<file path="src/hw/rtl/iqc_pkg.sv">
// shared types, codes and constants for the input event queue
// no dependencies
package iqc_pkg;

  localparam int DEPTH_DEF = 16;

  typedef enum logic {
    CMD_PUSH = 1'b0,
    CMD_POP  = 1'b1
  } cmd_t;

  typedef enum logic [3:0] {
    EV_ADDED   = 4'd0,
    EV_REMOVED = 4'd1,
    EV_MDOWN   = 4'd2,
    EV_MUP     = 4'd3,
    EV_MMOVE   = 4'd4,
    EV_WHEEL   = 4'd5,
    EV_TDOWN   = 4'd6,
    EV_TUP     = 4'd7,
    EV_TMOVE   = 4'd8
  } ev_code_t;

  typedef enum logic [1:0] {
    CLS_MOUSE = 2'd0,
    CLS_TOUCH = 2'd1,
    CLS_OTHR2 = 2'd2,
    CLS_OTHR3 = 2'd3
  } ev_class_t;

  typedef enum logic [2:0] {
    STS_QUEUED    = 3'd0,
    STS_COALESCED = 3'd1,
    STS_DROPPED   = 3'd2,
    STS_INVALID   = 3'd3,
    STS_EMPTY     = 3'd4
  } status_t;

  typedef enum logic {
    REG_MAX_QUEUED   = 1'b0,
    REG_DEVICE_CLASS = 1'b1
  } reg_idx_t;

  typedef enum logic [2:0] {
    ST_IDLE,
    ST_POP,
    ST_SCAN,
    ST_SAT_X,
    ST_SAT_Y,
    ST_APPEND
  } state_t;

  typedef struct packed {
    logic               command;
    logic [3:0]         event_code;
    logic [1:0]         event_class;
    logic signed [31:0] source_id;
    logic [7:0]         touch_id;
    logic signed [31:0] pos_x;
    logic signed [31:0] pos_y;
    logic [63:0]        stamp;
    logic [31:0]        extra_payload;
  } in_word_t;

  typedef struct packed {
    logic [2:0]         status;
    logic [3:0]         out_event_code;
    logic [1:0]         out_class;
    logic signed [31:0] out_source_id;
    logic [7:0]         out_touch_id;
    logic signed [31:0] out_pos_x;
    logic signed [31:0] out_pos_y;
    logic [63:0]        out_stamp;
    logic [31:0]        out_extra;
    logic [4:0]         queue_count;
  } out_word_t;

  typedef struct packed {
    logic [7:0]  touch_id;
    logic [1:0]  cls;
    logic [3:0]  code;
    logic [31:0] source;
    logic [31:0] x;
    logic [31:0] y;
    logic [63:0] stamp;
    logic [31:0] payload;
  } entry_t;

  function automatic logic code_valid(logic [3:0] code, logic [1:0] cls, logic [1:0] dev);
    logic ok;
    ok = 1'b0;
    if (cls == dev) begin
      if (code == EV_ADDED || code == EV_REMOVED) begin
        ok = 1'b1;
      end else if (dev == CLS_MOUSE) begin
        ok = (code >= EV_MDOWN) && (code <= EV_WHEEL);
      end else if (dev == CLS_TOUCH) begin
        ok = (code >= EV_TDOWN) && (code <= EV_TMOVE);
      end
    end
    return ok;
  endfunction

endpackage

</file>
<file path="src/hw/rtl/input_event_queue_coalescing.sv">
// input event queue: validation, move coalescing, drop-oldest overflow; uses iqc_pkg
// empty pop or invalid push: result from IDLE; pop, plain push: from ST_POP or ST_APPEND
// full move push scans one entry a cycle: a match coalesces (mouse move: add in SAT_X, SAT_Y),
// no match appends; the scan over the registered-read memory and one shared adder set the rate
// throughput: one word at a time, busy until its result strobe; results are never stalled
// reset (rst_n low, synchronous): queue empty, head 0, max_queued 16, device_class 0
module input_event_queue_coalescing #(
  parameter int DEPTH = iqc_pkg::DEPTH_DEF
) (
  input  logic              clk,
  input  logic              rst_n,
  input  logic              start,
  output logic              busy,
  input  iqc_pkg::in_word_t in_word,
  output logic              out_strobe,
  output iqc_pkg::out_word_t out_word,
  input  logic              psel,
  input  logic              penable,
  input  logic              pwrite,
  input  logic [2:0]        paddr,
  input  logic [31:0]       pwdata,
  output logic [31:0]       prdata,
  output logic              pready
);

  localparam int AW = (DEPTH > 1) ? $clog2(DEPTH) : 1;
  localparam int CW = $clog2(DEPTH + 1);
  localparam int LW = (CW > 5) ? CW : 5;
  localparam logic [CW:0] DEPTH_W = (CW + 1)'(DEPTH);
  localparam logic [LW-1:0] DEPTH_L = LW'(DEPTH);

  iqc_pkg::state_t    state_r, state_nxt;
  logic [AW-1:0]      head_r, head_nxt;
  logic [CW-1:0]      fill_r, fill_nxt;
  logic [CW-1:0]      idx_r, idx_nxt;
  logic [31:0]        xh_r, xh_nxt;
  logic [4:0]         maxq_r;
  logic [1:0]         dev_r;
  iqc_pkg::in_word_t  in_r;
  iqc_pkg::out_word_t out_r, out_nxt;
  logic               strobe_r, strobe_nxt;

  iqc_pkg::entry_t    mem [DEPTH];
  iqc_pkg::entry_t    rd_r, wr_data;
  logic               rd_en, wr_en;
  logic [AW-1:0]      rd_addr, wr_addr;

  logic               accept, cfg_wr;
  logic [LW-1:0]      mq, lim;
  logic               full, in_valid, move, match, scan_last;
  logic [AW-1:0]      cur_slot, next_slot, tail_slot;
  logic [32:0]        sum;
  logic [31:0]        sat;
  logic [31:0]        add_a, add_b;
  iqc_pkg::entry_t    new_ent;

  function automatic logic [AW-1:0] wrap_add(logic [AW-1:0] base, logic [CW-1:0] off);
    logic [CW:0] s;
    s = (CW + 1)'(base) + {1'b0, off};
    if (s >= DEPTH_W) s = s - DEPTH_W;
    return s[AW-1:0];
  endfunction

  assign accept = start && !busy;
  assign busy   = (state_r != iqc_pkg::ST_IDLE);
  assign cfg_wr = psel && penable && pwrite && pready;
  assign pready = 1'b1;
  assign prdata = (paddr[2] == iqc_pkg::REG_DEVICE_CLASS) ? {30'd0, dev_r} : {27'd0, maxq_r};
  assign out_strobe = strobe_r;
  assign out_word   = out_r;

  // limit and fullness
  assign mq   = LW'(maxq_r);
  assign lim  = (mq == '0) ? LW'(1) : ((mq > DEPTH_L) ? DEPTH_L : mq);
  assign full = LW'(fill_r) >= lim;

  assign cur_slot  = wrap_add(head_r, idx_r);
  assign next_slot = wrap_add(head_r, idx_r + CW'(1));
  assign tail_slot = wrap_add(head_r, fill_r);
  assign scan_last = ({1'b0, idx_r} + (CW + 1)'(1)) >= {1'b0, fill_r};

  assign in_valid = iqc_pkg::code_valid(in_word.event_code, in_word.event_class, dev_r);
  assign move = (in_word.event_code == iqc_pkg::EV_MMOVE) ||
                (in_word.event_code == iqc_pkg::EV_TMOVE);

  assign match = (rd_r.code == in_r.event_code) && (rd_r.cls == in_r.event_class) &&
                 (rd_r.source == in_r.source_id) &&
                 ((in_r.event_class != iqc_pkg::CLS_TOUCH) || (rd_r.touch_id == in_r.touch_id));

  assign new_ent = '{touch_id: in_r.touch_id, cls: in_r.event_class, code: in_r.event_code,
                     source: in_r.source_id, x: in_r.pos_x, y: in_r.pos_y,
                     stamp: in_r.stamp, payload: in_r.extra_payload};

  // shared saturating adder
  assign add_a = (state_r == iqc_pkg::ST_SAT_Y) ? rd_r.y : rd_r.x;
  assign add_b = (state_r == iqc_pkg::ST_SAT_Y) ? in_r.pos_y : in_r.pos_x;
  assign sum   = {add_a[31], add_a} + {add_b[31], add_b};
  assign sat   = (sum[32] == sum[31]) ? sum[31:0] : (sum[32] ? 32'h8000_0000 : 32'h7FFF_FFFF);

  always_comb begin
    state_nxt = state_r;
    unique case (state_r)
      iqc_pkg::ST_IDLE: begin
        if (accept) begin
          if (in_word.command == iqc_pkg::CMD_POP) begin
            if (fill_r != '0) state_nxt = iqc_pkg::ST_POP;
          end else if (in_valid) begin
            if (full && move && fill_r != '0) state_nxt = iqc_pkg::ST_SCAN;
            else state_nxt = iqc_pkg::ST_APPEND;
          end
        end
      end
      iqc_pkg::ST_POP: state_nxt = iqc_pkg::ST_IDLE;
      iqc_pkg::ST_SCAN: begin
        if (match) begin
          if (in_r.event_class == iqc_pkg::CLS_MOUSE &&
              in_r.event_code == iqc_pkg::EV_MMOVE) state_nxt = iqc_pkg::ST_SAT_X;
          else state_nxt = iqc_pkg::ST_IDLE;
        end else if (scan_last) begin
          state_nxt = iqc_pkg::ST_APPEND;
        end
      end
      iqc_pkg::ST_SAT_X: state_nxt = iqc_pkg::ST_SAT_Y;
      iqc_pkg::ST_SAT_Y: state_nxt = iqc_pkg::ST_IDLE;
      iqc_pkg::ST_APPEND: state_nxt = iqc_pkg::ST_IDLE;
      default: state_nxt = iqc_pkg::ST_IDLE;
    endcase
  end

  always_comb begin
    head_nxt   = head_r;
    fill_nxt   = fill_r;
    idx_nxt    = idx_r;
    xh_nxt     = xh_r;
    strobe_nxt = 1'b0;
    out_nxt    = '0;
    rd_en      = 1'b0;
    rd_addr    = head_r;
    wr_en      = 1'b0;
    wr_addr    = cur_slot;
    wr_data    = new_ent;
    unique case (state_r)
      iqc_pkg::ST_IDLE: begin
        idx_nxt = '0;
        if (accept) begin
          rd_en = 1'b1;
          if (in_word.command == iqc_pkg::CMD_POP) begin
            if (fill_r == '0) begin
              strobe_nxt     = 1'b1;
              out_nxt.status = iqc_pkg::STS_EMPTY;
            end
          end else if (!in_valid) begin
            strobe_nxt            = 1'b1;
            out_nxt.status        = iqc_pkg::STS_INVALID;
            out_nxt.queue_count   = 5'(fill_r);
          end
        end
      end
      iqc_pkg::ST_POP: begin
        strobe_nxt             = 1'b1;
        out_nxt.status         = iqc_pkg::STS_QUEUED;
        out_nxt.out_event_code = rd_r.code;
        out_nxt.out_class      = rd_r.cls;
        out_nxt.out_source_id  = rd_r.source;
        out_nxt.out_touch_id   = rd_r.touch_id;
        out_nxt.out_pos_x      = rd_r.x;
        out_nxt.out_pos_y      = rd_r.y;
        out_nxt.out_stamp      = rd_r.stamp;
        out_nxt.out_extra      = rd_r.payload;
        head_nxt               = wrap_add(head_r, CW'(1));
        fill_nxt               = fill_r - CW'(1);
        out_nxt.queue_count    = 5'(fill_r - CW'(1));
      end
      iqc_pkg::ST_SCAN: begin
        if (match) begin
          if (!(in_r.event_class == iqc_pkg::CLS_MOUSE &&
                in_r.event_code == iqc_pkg::EV_MMOVE)) begin
            wr_en               = 1'b1;
            strobe_nxt          = 1'b1;
            out_nxt.status      = iqc_pkg::STS_COALESCED;
            out_nxt.queue_count = 5'(fill_r);
          end
        end else if (!scan_last) begin
          rd_en   = 1'b1;
          rd_addr = next_slot;
          idx_nxt = idx_r + CW'(1);
        end
      end
      iqc_pkg::ST_SAT_X: begin
        xh_nxt = sat;
      end
      iqc_pkg::ST_SAT_Y: begin
        wr_en               = 1'b1;
        wr_data             = rd_r;
        wr_data.x           = xh_r;
        wr_data.y           = sat;
        strobe_nxt          = 1'b1;
        out_nxt.status      = iqc_pkg::STS_COALESCED;
        out_nxt.queue_count = 5'(fill_r);
      end
      iqc_pkg::ST_APPEND: begin
        wr_en      = 1'b1;
        wr_addr    = tail_slot;
        strobe_nxt = 1'b1;
        if (full) begin
          head_nxt            = wrap_add(head_r, CW'(1));
          out_nxt.status      = iqc_pkg::STS_DROPPED;
          out_nxt.queue_count = 5'(fill_r);
        end else begin
          fill_nxt            = fill_r + CW'(1);
          out_nxt.status      = iqc_pkg::STS_QUEUED;
          out_nxt.queue_count = 5'(fill_r + CW'(1));
        end
      end
      default: ;
    endcase
  end

  // entry memory
  always_ff @(posedge clk) begin
    if (wr_en) mem[wr_addr] <= wr_data;
    if (rd_en) rd_r <= mem[rd_addr];
  end

  always_ff @(posedge clk) begin
    if (!rst_n) begin
      state_r  <= iqc_pkg::ST_IDLE;
      head_r   <= '0;
      fill_r   <= '0;
      idx_r    <= '0;
      strobe_r <= 1'b0;
      maxq_r   <= 5'd16;
      dev_r    <= iqc_pkg::CLS_MOUSE;
    end else begin
      state_r  <= state_nxt;
      head_r   <= head_nxt;
      fill_r   <= fill_nxt;
      idx_r    <= idx_nxt;
      strobe_r <= strobe_nxt;
      if (cfg_wr) begin
        if (paddr[2] == iqc_pkg::REG_DEVICE_CLASS) dev_r <= pwdata[1:0];
        else maxq_r <= pwdata[4:0];
      end
    end
  end

  always_ff @(posedge clk) begin
    xh_r  <= xh_nxt;
    out_r <= out_nxt;
    if (accept) in_r <= in_word;
  end

  a_fill_bound: assert property (@(posedge clk) disable iff (!rst_n)
    fill_r <= CW'(DEPTH))
    else $error("fill count above depth");

  a_head_bound: assert property (@(posedge clk) disable iff (!rst_n)
    {1'b0, head_r} < (AW + 1)'(DEPTH))
    else $error("head index out of range");

  a_walk_nonempty: assert property (@(posedge clk) disable iff (!rst_n)
    (state_r == iqc_pkg::ST_POP || state_r == iqc_pkg::ST_SCAN) |-> fill_r != '0)
    else $error("pop or scan on empty queue");

  a_empty_pop: assert property (@(posedge clk) disable iff (!rst_n)
    (accept && in_word.command == iqc_pkg::CMD_POP && fill_r == '0) |=>
      (strobe_r && out_r.status == iqc_pkg::STS_EMPTY))
    else $error("empty pop not reported");

  a_strobe_idle: assert property (@(posedge clk) disable iff (!rst_n)
    strobe_r |-> state_r == iqc_pkg::ST_IDLE)
    else $error("result word while busy");

endmodule
</file>
<file path="config.mk">
export PLATFORM = sky130hd
export DESIGN_NAME = input_event_queue_coalescing
export DESIGN_NICKNAME = d
export VERILOG_FILES = /design/src/hw/rtl/iqc_pkg.sv /design/src/hw/rtl/input_event_queue_coalescing.sv
export SDC_FILE = /design/constraint.sdc
export NUM_CORES = 2
export LEC_CHECK = 0
export ABC_CLOCK_PERIOD_IN_PS = 28800
export BUFFER_PORTS_ARGS = -buffer_cell sky130_fd_sc_hd__clkbuf_2
export CORE_ASPECT_RATIO = 1.1
export CORE_MARGIN = 4
export CORE_UTILIZATION = 55
export CTS_CLUSTER_SIZE = 25
export DETAILED_ROUTE_END_ITERATION = 10
export MAX_ROUTING_LAYER = met4
export PLACE_DENSITY_LB_ADDON = 0.2
export SLEW_MARGIN = 10
export SYNTH_ARGS = -nofsm -noshare
export SYNTH_HDL_FRONTEND = slang
export SYNTH_SLANG_ARGS = --single-unit
</file>
<file path="constraint.sdc">
create_clock -name clk -period 28.8 [get_ports clk]
set_input_delay 1.44 -clock clk [delete_from_list [all_inputs] [get_ports clk]]
set_output_delay 1.44 -clock clk [all_outputs]
set_load 0.02 [all_outputs]
</file>
==> out/metrics.yaml <==
grt:
  grt_pass1_vias: 90523
  grt_pass1_wl_mm: 609.0
  grt_remaining_overflow: 0
  grt_usage_pct: 29.08
  antenna_found_initial: 20
  grt_max_degree: 157
hold_path:
  hp-class: "reg -> reg"
  worstHoldStart: "rd_r[56]$_DFFE_PP_"
  hold_depth: 1
  holdPathEnd: "out_word[61]$_SDFF_PN0_"
drt:
  drc: 0
  wl_per_cell_um: 27.44
  drt_wl_total_mm: 421.1
  drtPass1Iterations: 8
  drt_iter0_drc: 11287
  vias: 94149
  antenna_left: 0
  avgViaCountPerCell: 6.135
  routed.top_layer: "met4"
  wl_met1_mm: 166.0
  dr_wl_met3_mm: 37.33
  wl_met2_mm: 199.9
critical_path:
  arrival_ps: 8940
  cp_max_fo: 62
  rr_worst_depth: 21
  crit_path_start_kind: "register"
  endpoint_kind: "register"
  crit_chain: "and2_4, buf_4, nand2_1, nand2_1, ha_1, a211oi_1, o211ai_1, a41oi_1, o211ai_1, a221oi_1, o31ai_1, a31oi_1, o21ai_0, xor2_1, ha_1, buf_4, nand4_1, o31a_1, buf_4, o21ai_0, mux2_2"
  slowest_delay_ps: 920
  crit_required_ps: 29410
  startpoint: "state_r[2]$_SDFFE_PN0P_"
  reg2reg_to: "mem[0][123]$_DFFE_PP_"
  critPathKind: "reg -> reg"
  worst_path_max_delay_cell: "dfxtp_1"
  crit_path_frequent_cell: "buf_4"
  reg2reg_from: "state_r[2]$_SDFFE_PN0P_"
  r2r_slack_ps: 20470
timing:
  slew_headroom_pct: 10.87
  hold_violations: 0
  tns_ps: 0
  slew_violations: 0
  rsz0062_at_grt: "no"
  whs_ps: 462.8
  period_share_pct: 28.92
  fin_skew_ps: 88.49
  finalSetupViolCount: 0
  max_freq_ghz: 0.1201
  layout_min_cycle_time_ps: 8330
  tightest_slew_ps: 1337
cells_and_area:
  area_delta_synth_final_pct: 11.75
  fillers: 20669
  fin_cells: 15345
  multiInputGateArea_sq_um: 35570
  drive_gt1_share_pct: 11.03
  fin_nets: 11611
  postLayoutCoreUtil_pct: 61.81
  regArea_sq_um: 117100
clocking:
  path_clk_slew_ps: 60
  clkSinkCount: 3979
  clk_latency_ps: 940
  cts_root_buf: "clkbuf_16"
  cts.path.max_buffers: 4
  tritoncts: "done"
  numCtsBuffers: 393
  htree_levels: 5
  postCtsSetupRepairBufs: 0
  ctsResizeCount: 0
  hold_buffers: 0
pwr:
  leakagePower_nw: 63.94
  ir_drop_uv: 50.85
  cellPowerDensity_nw_per_um2: 70.26
place:
  dp_hpwl_mm: 218.2
  gp_congestion: 0.8565
  numPlacedInstances: 14619
  portBuffers: 439
synthesis:
  ys_warn_count: 0
  ys_seq_area_share_pct: 75.26
  syn_area_sq_um: 155600
  synth_top_area_cell: "edfxtp_1"
  async_flop_share_pct: 0
  synth.most_common_cell: "edfxtp_1"
  synth-edff-count: 3740
  avgSynthCellArea_sq_um: 14.20
  synth_cells: 10954
  netlist.area_leader.share_pct: 72.19
  synth_cell_type_count: 69
  synthTopCellsByCount: "edfxtp_1, nand2_1, nand3_1, mux2i_1, clkbuf_1"
  ys_ff_latch: 3979
  synthTopCellsByArea: "edfxtp_1, nand2_1, mux2i_1"
  synth_ff_type: "edfxtp_1"
floorplan:
  core_area_sq_um: 281300
  num_rows: 204
  die_x_um: 515.1
  initial_utilization_pct: 55.31
  die_area_sq_um: 291400
  io_pins: 497
  fp.dieH_um: 565.8
status:
  outcome: "finished, final reports clean"
run:
  maxCapViolCount: 0
-- cell usage in the layout (no fill, tap or decap), types with 19 or more instances in the layout --
master	count
nand2_1	2784
buf_12	22
clkbuf_8	19
edfxtp_1	3740
xor2_1	21
inv_1	27
clkinv_1	53
nand3_1	1206
conb_1	28
nor2_1	51
dfxtp_1	239
nand4_1	253
a32oi_1	118
xnor2_1	67
a21oi_1	140
clkinv_2	89
clkbuf_16	398
ha_1	54
o22ai_1	80
nor2_4	21
mux2i_1	919
bufinv_16	36
buf_4	146
clkbuf_1	81
clkbuf_2	439
o21ai_0	56
a31oi_1	40
mux2_2	31
nor3_1	59
and2_1	209
-- state kept, by name (all words and copies together) (netlist names) --
register / cells
state_r: 3
idx_r: 5
xh_r: 32
fill_r: 5
in_r: 206
dev_r: 2
maxq_r: 5
rd_r: 206
head_r: 4
out_word: 214
out_strobe: 1
mem: 3296
-- per-stage QoR --
step / power, mW / cell area (sq um) / setup slack (ps)
after floorplan: 7.042 / 155700 / 11640
after detailed placement: 7.270 / 161200 / 20740
after CTS: 12.25 / 173800 / 20690
after global placement: 7.249 / 161200 / 20840
after global routing: 12.56 / 173900 / 20150
final: 12.22 / 173900 / 20470
-- worst max path at each step --
stage	endpoint	slack, ps
finish	mem[0][123]$_DFFE_PP_	20470
global route	mem[6][123]$_DFFE_PP_	20150
CTS	mem[7][123]$_DFFE_PP_	20690
detailed placement	mem[0][123]$_DFFE_PP_	20740
global placement	mem[0][123]$_DFFE_PP_	20840
floorplan	rd_r[0]$_DFFE_PP_	11640
-- worst max-delay path, delay by kind of cell (launching register included) --
kind | cells | cell delay, ps
XOR/XNOR | 1 | 200
multiplexers | 1 | 530
buffers and inverters | 3 | 1450
flip-flops | 1 | 920
AND/OR/NAND/NOR | 4 | 950
adder cells (fa/ha/maj) | 2 | 520
AO/OA/AOI/OAI | 10 | 3370
-- layer usage --
metal	vias up	global-route usage (%)
li1	40959	-
met1	47283	39.30
met2	5026	45.26
met3	881	3.940
met4	0	11.50
met5	-	-
-- cells by family (layout without fill, tap and decap cells) --
family,Yosys count,in the layout,synth area share (%)
fa+ha+maj,57,57,0.4729
buf+inv,705,1349,2.094
simple gates,4646,4646,13.08
xor+xnor,90,90,0.5163
flops,3979,3979,75.26
compound gates,503,503,2.130
other cells,2,41,0.004827
mux,972,972,6.436
-- report_power, final --
group	total, mW	internal (mW)	leakage (nW)	switching [mW]
registers	6.51	6.46	35.9	0.0503
logic	0.650	0.175	21.9	0.475
clock network	5.05	2.91	6.21	2.14
total	12.2	9.55	63.9	2.67
-- cell type report --
class | instances | area share, %
sequential | 3979 | 67.35
multi-input combinational | 6296 | 20.46
clock buffer | 498 | 6.054
tap | 3708 | 2.669
timing repair buffer | 608 | 2.154
clock inverter | 215 | 1.230
inverter | 28 | 0.06477
antenna | 13 | 0.01871
No activity file was read; power rests on OpenSTA's default activity.
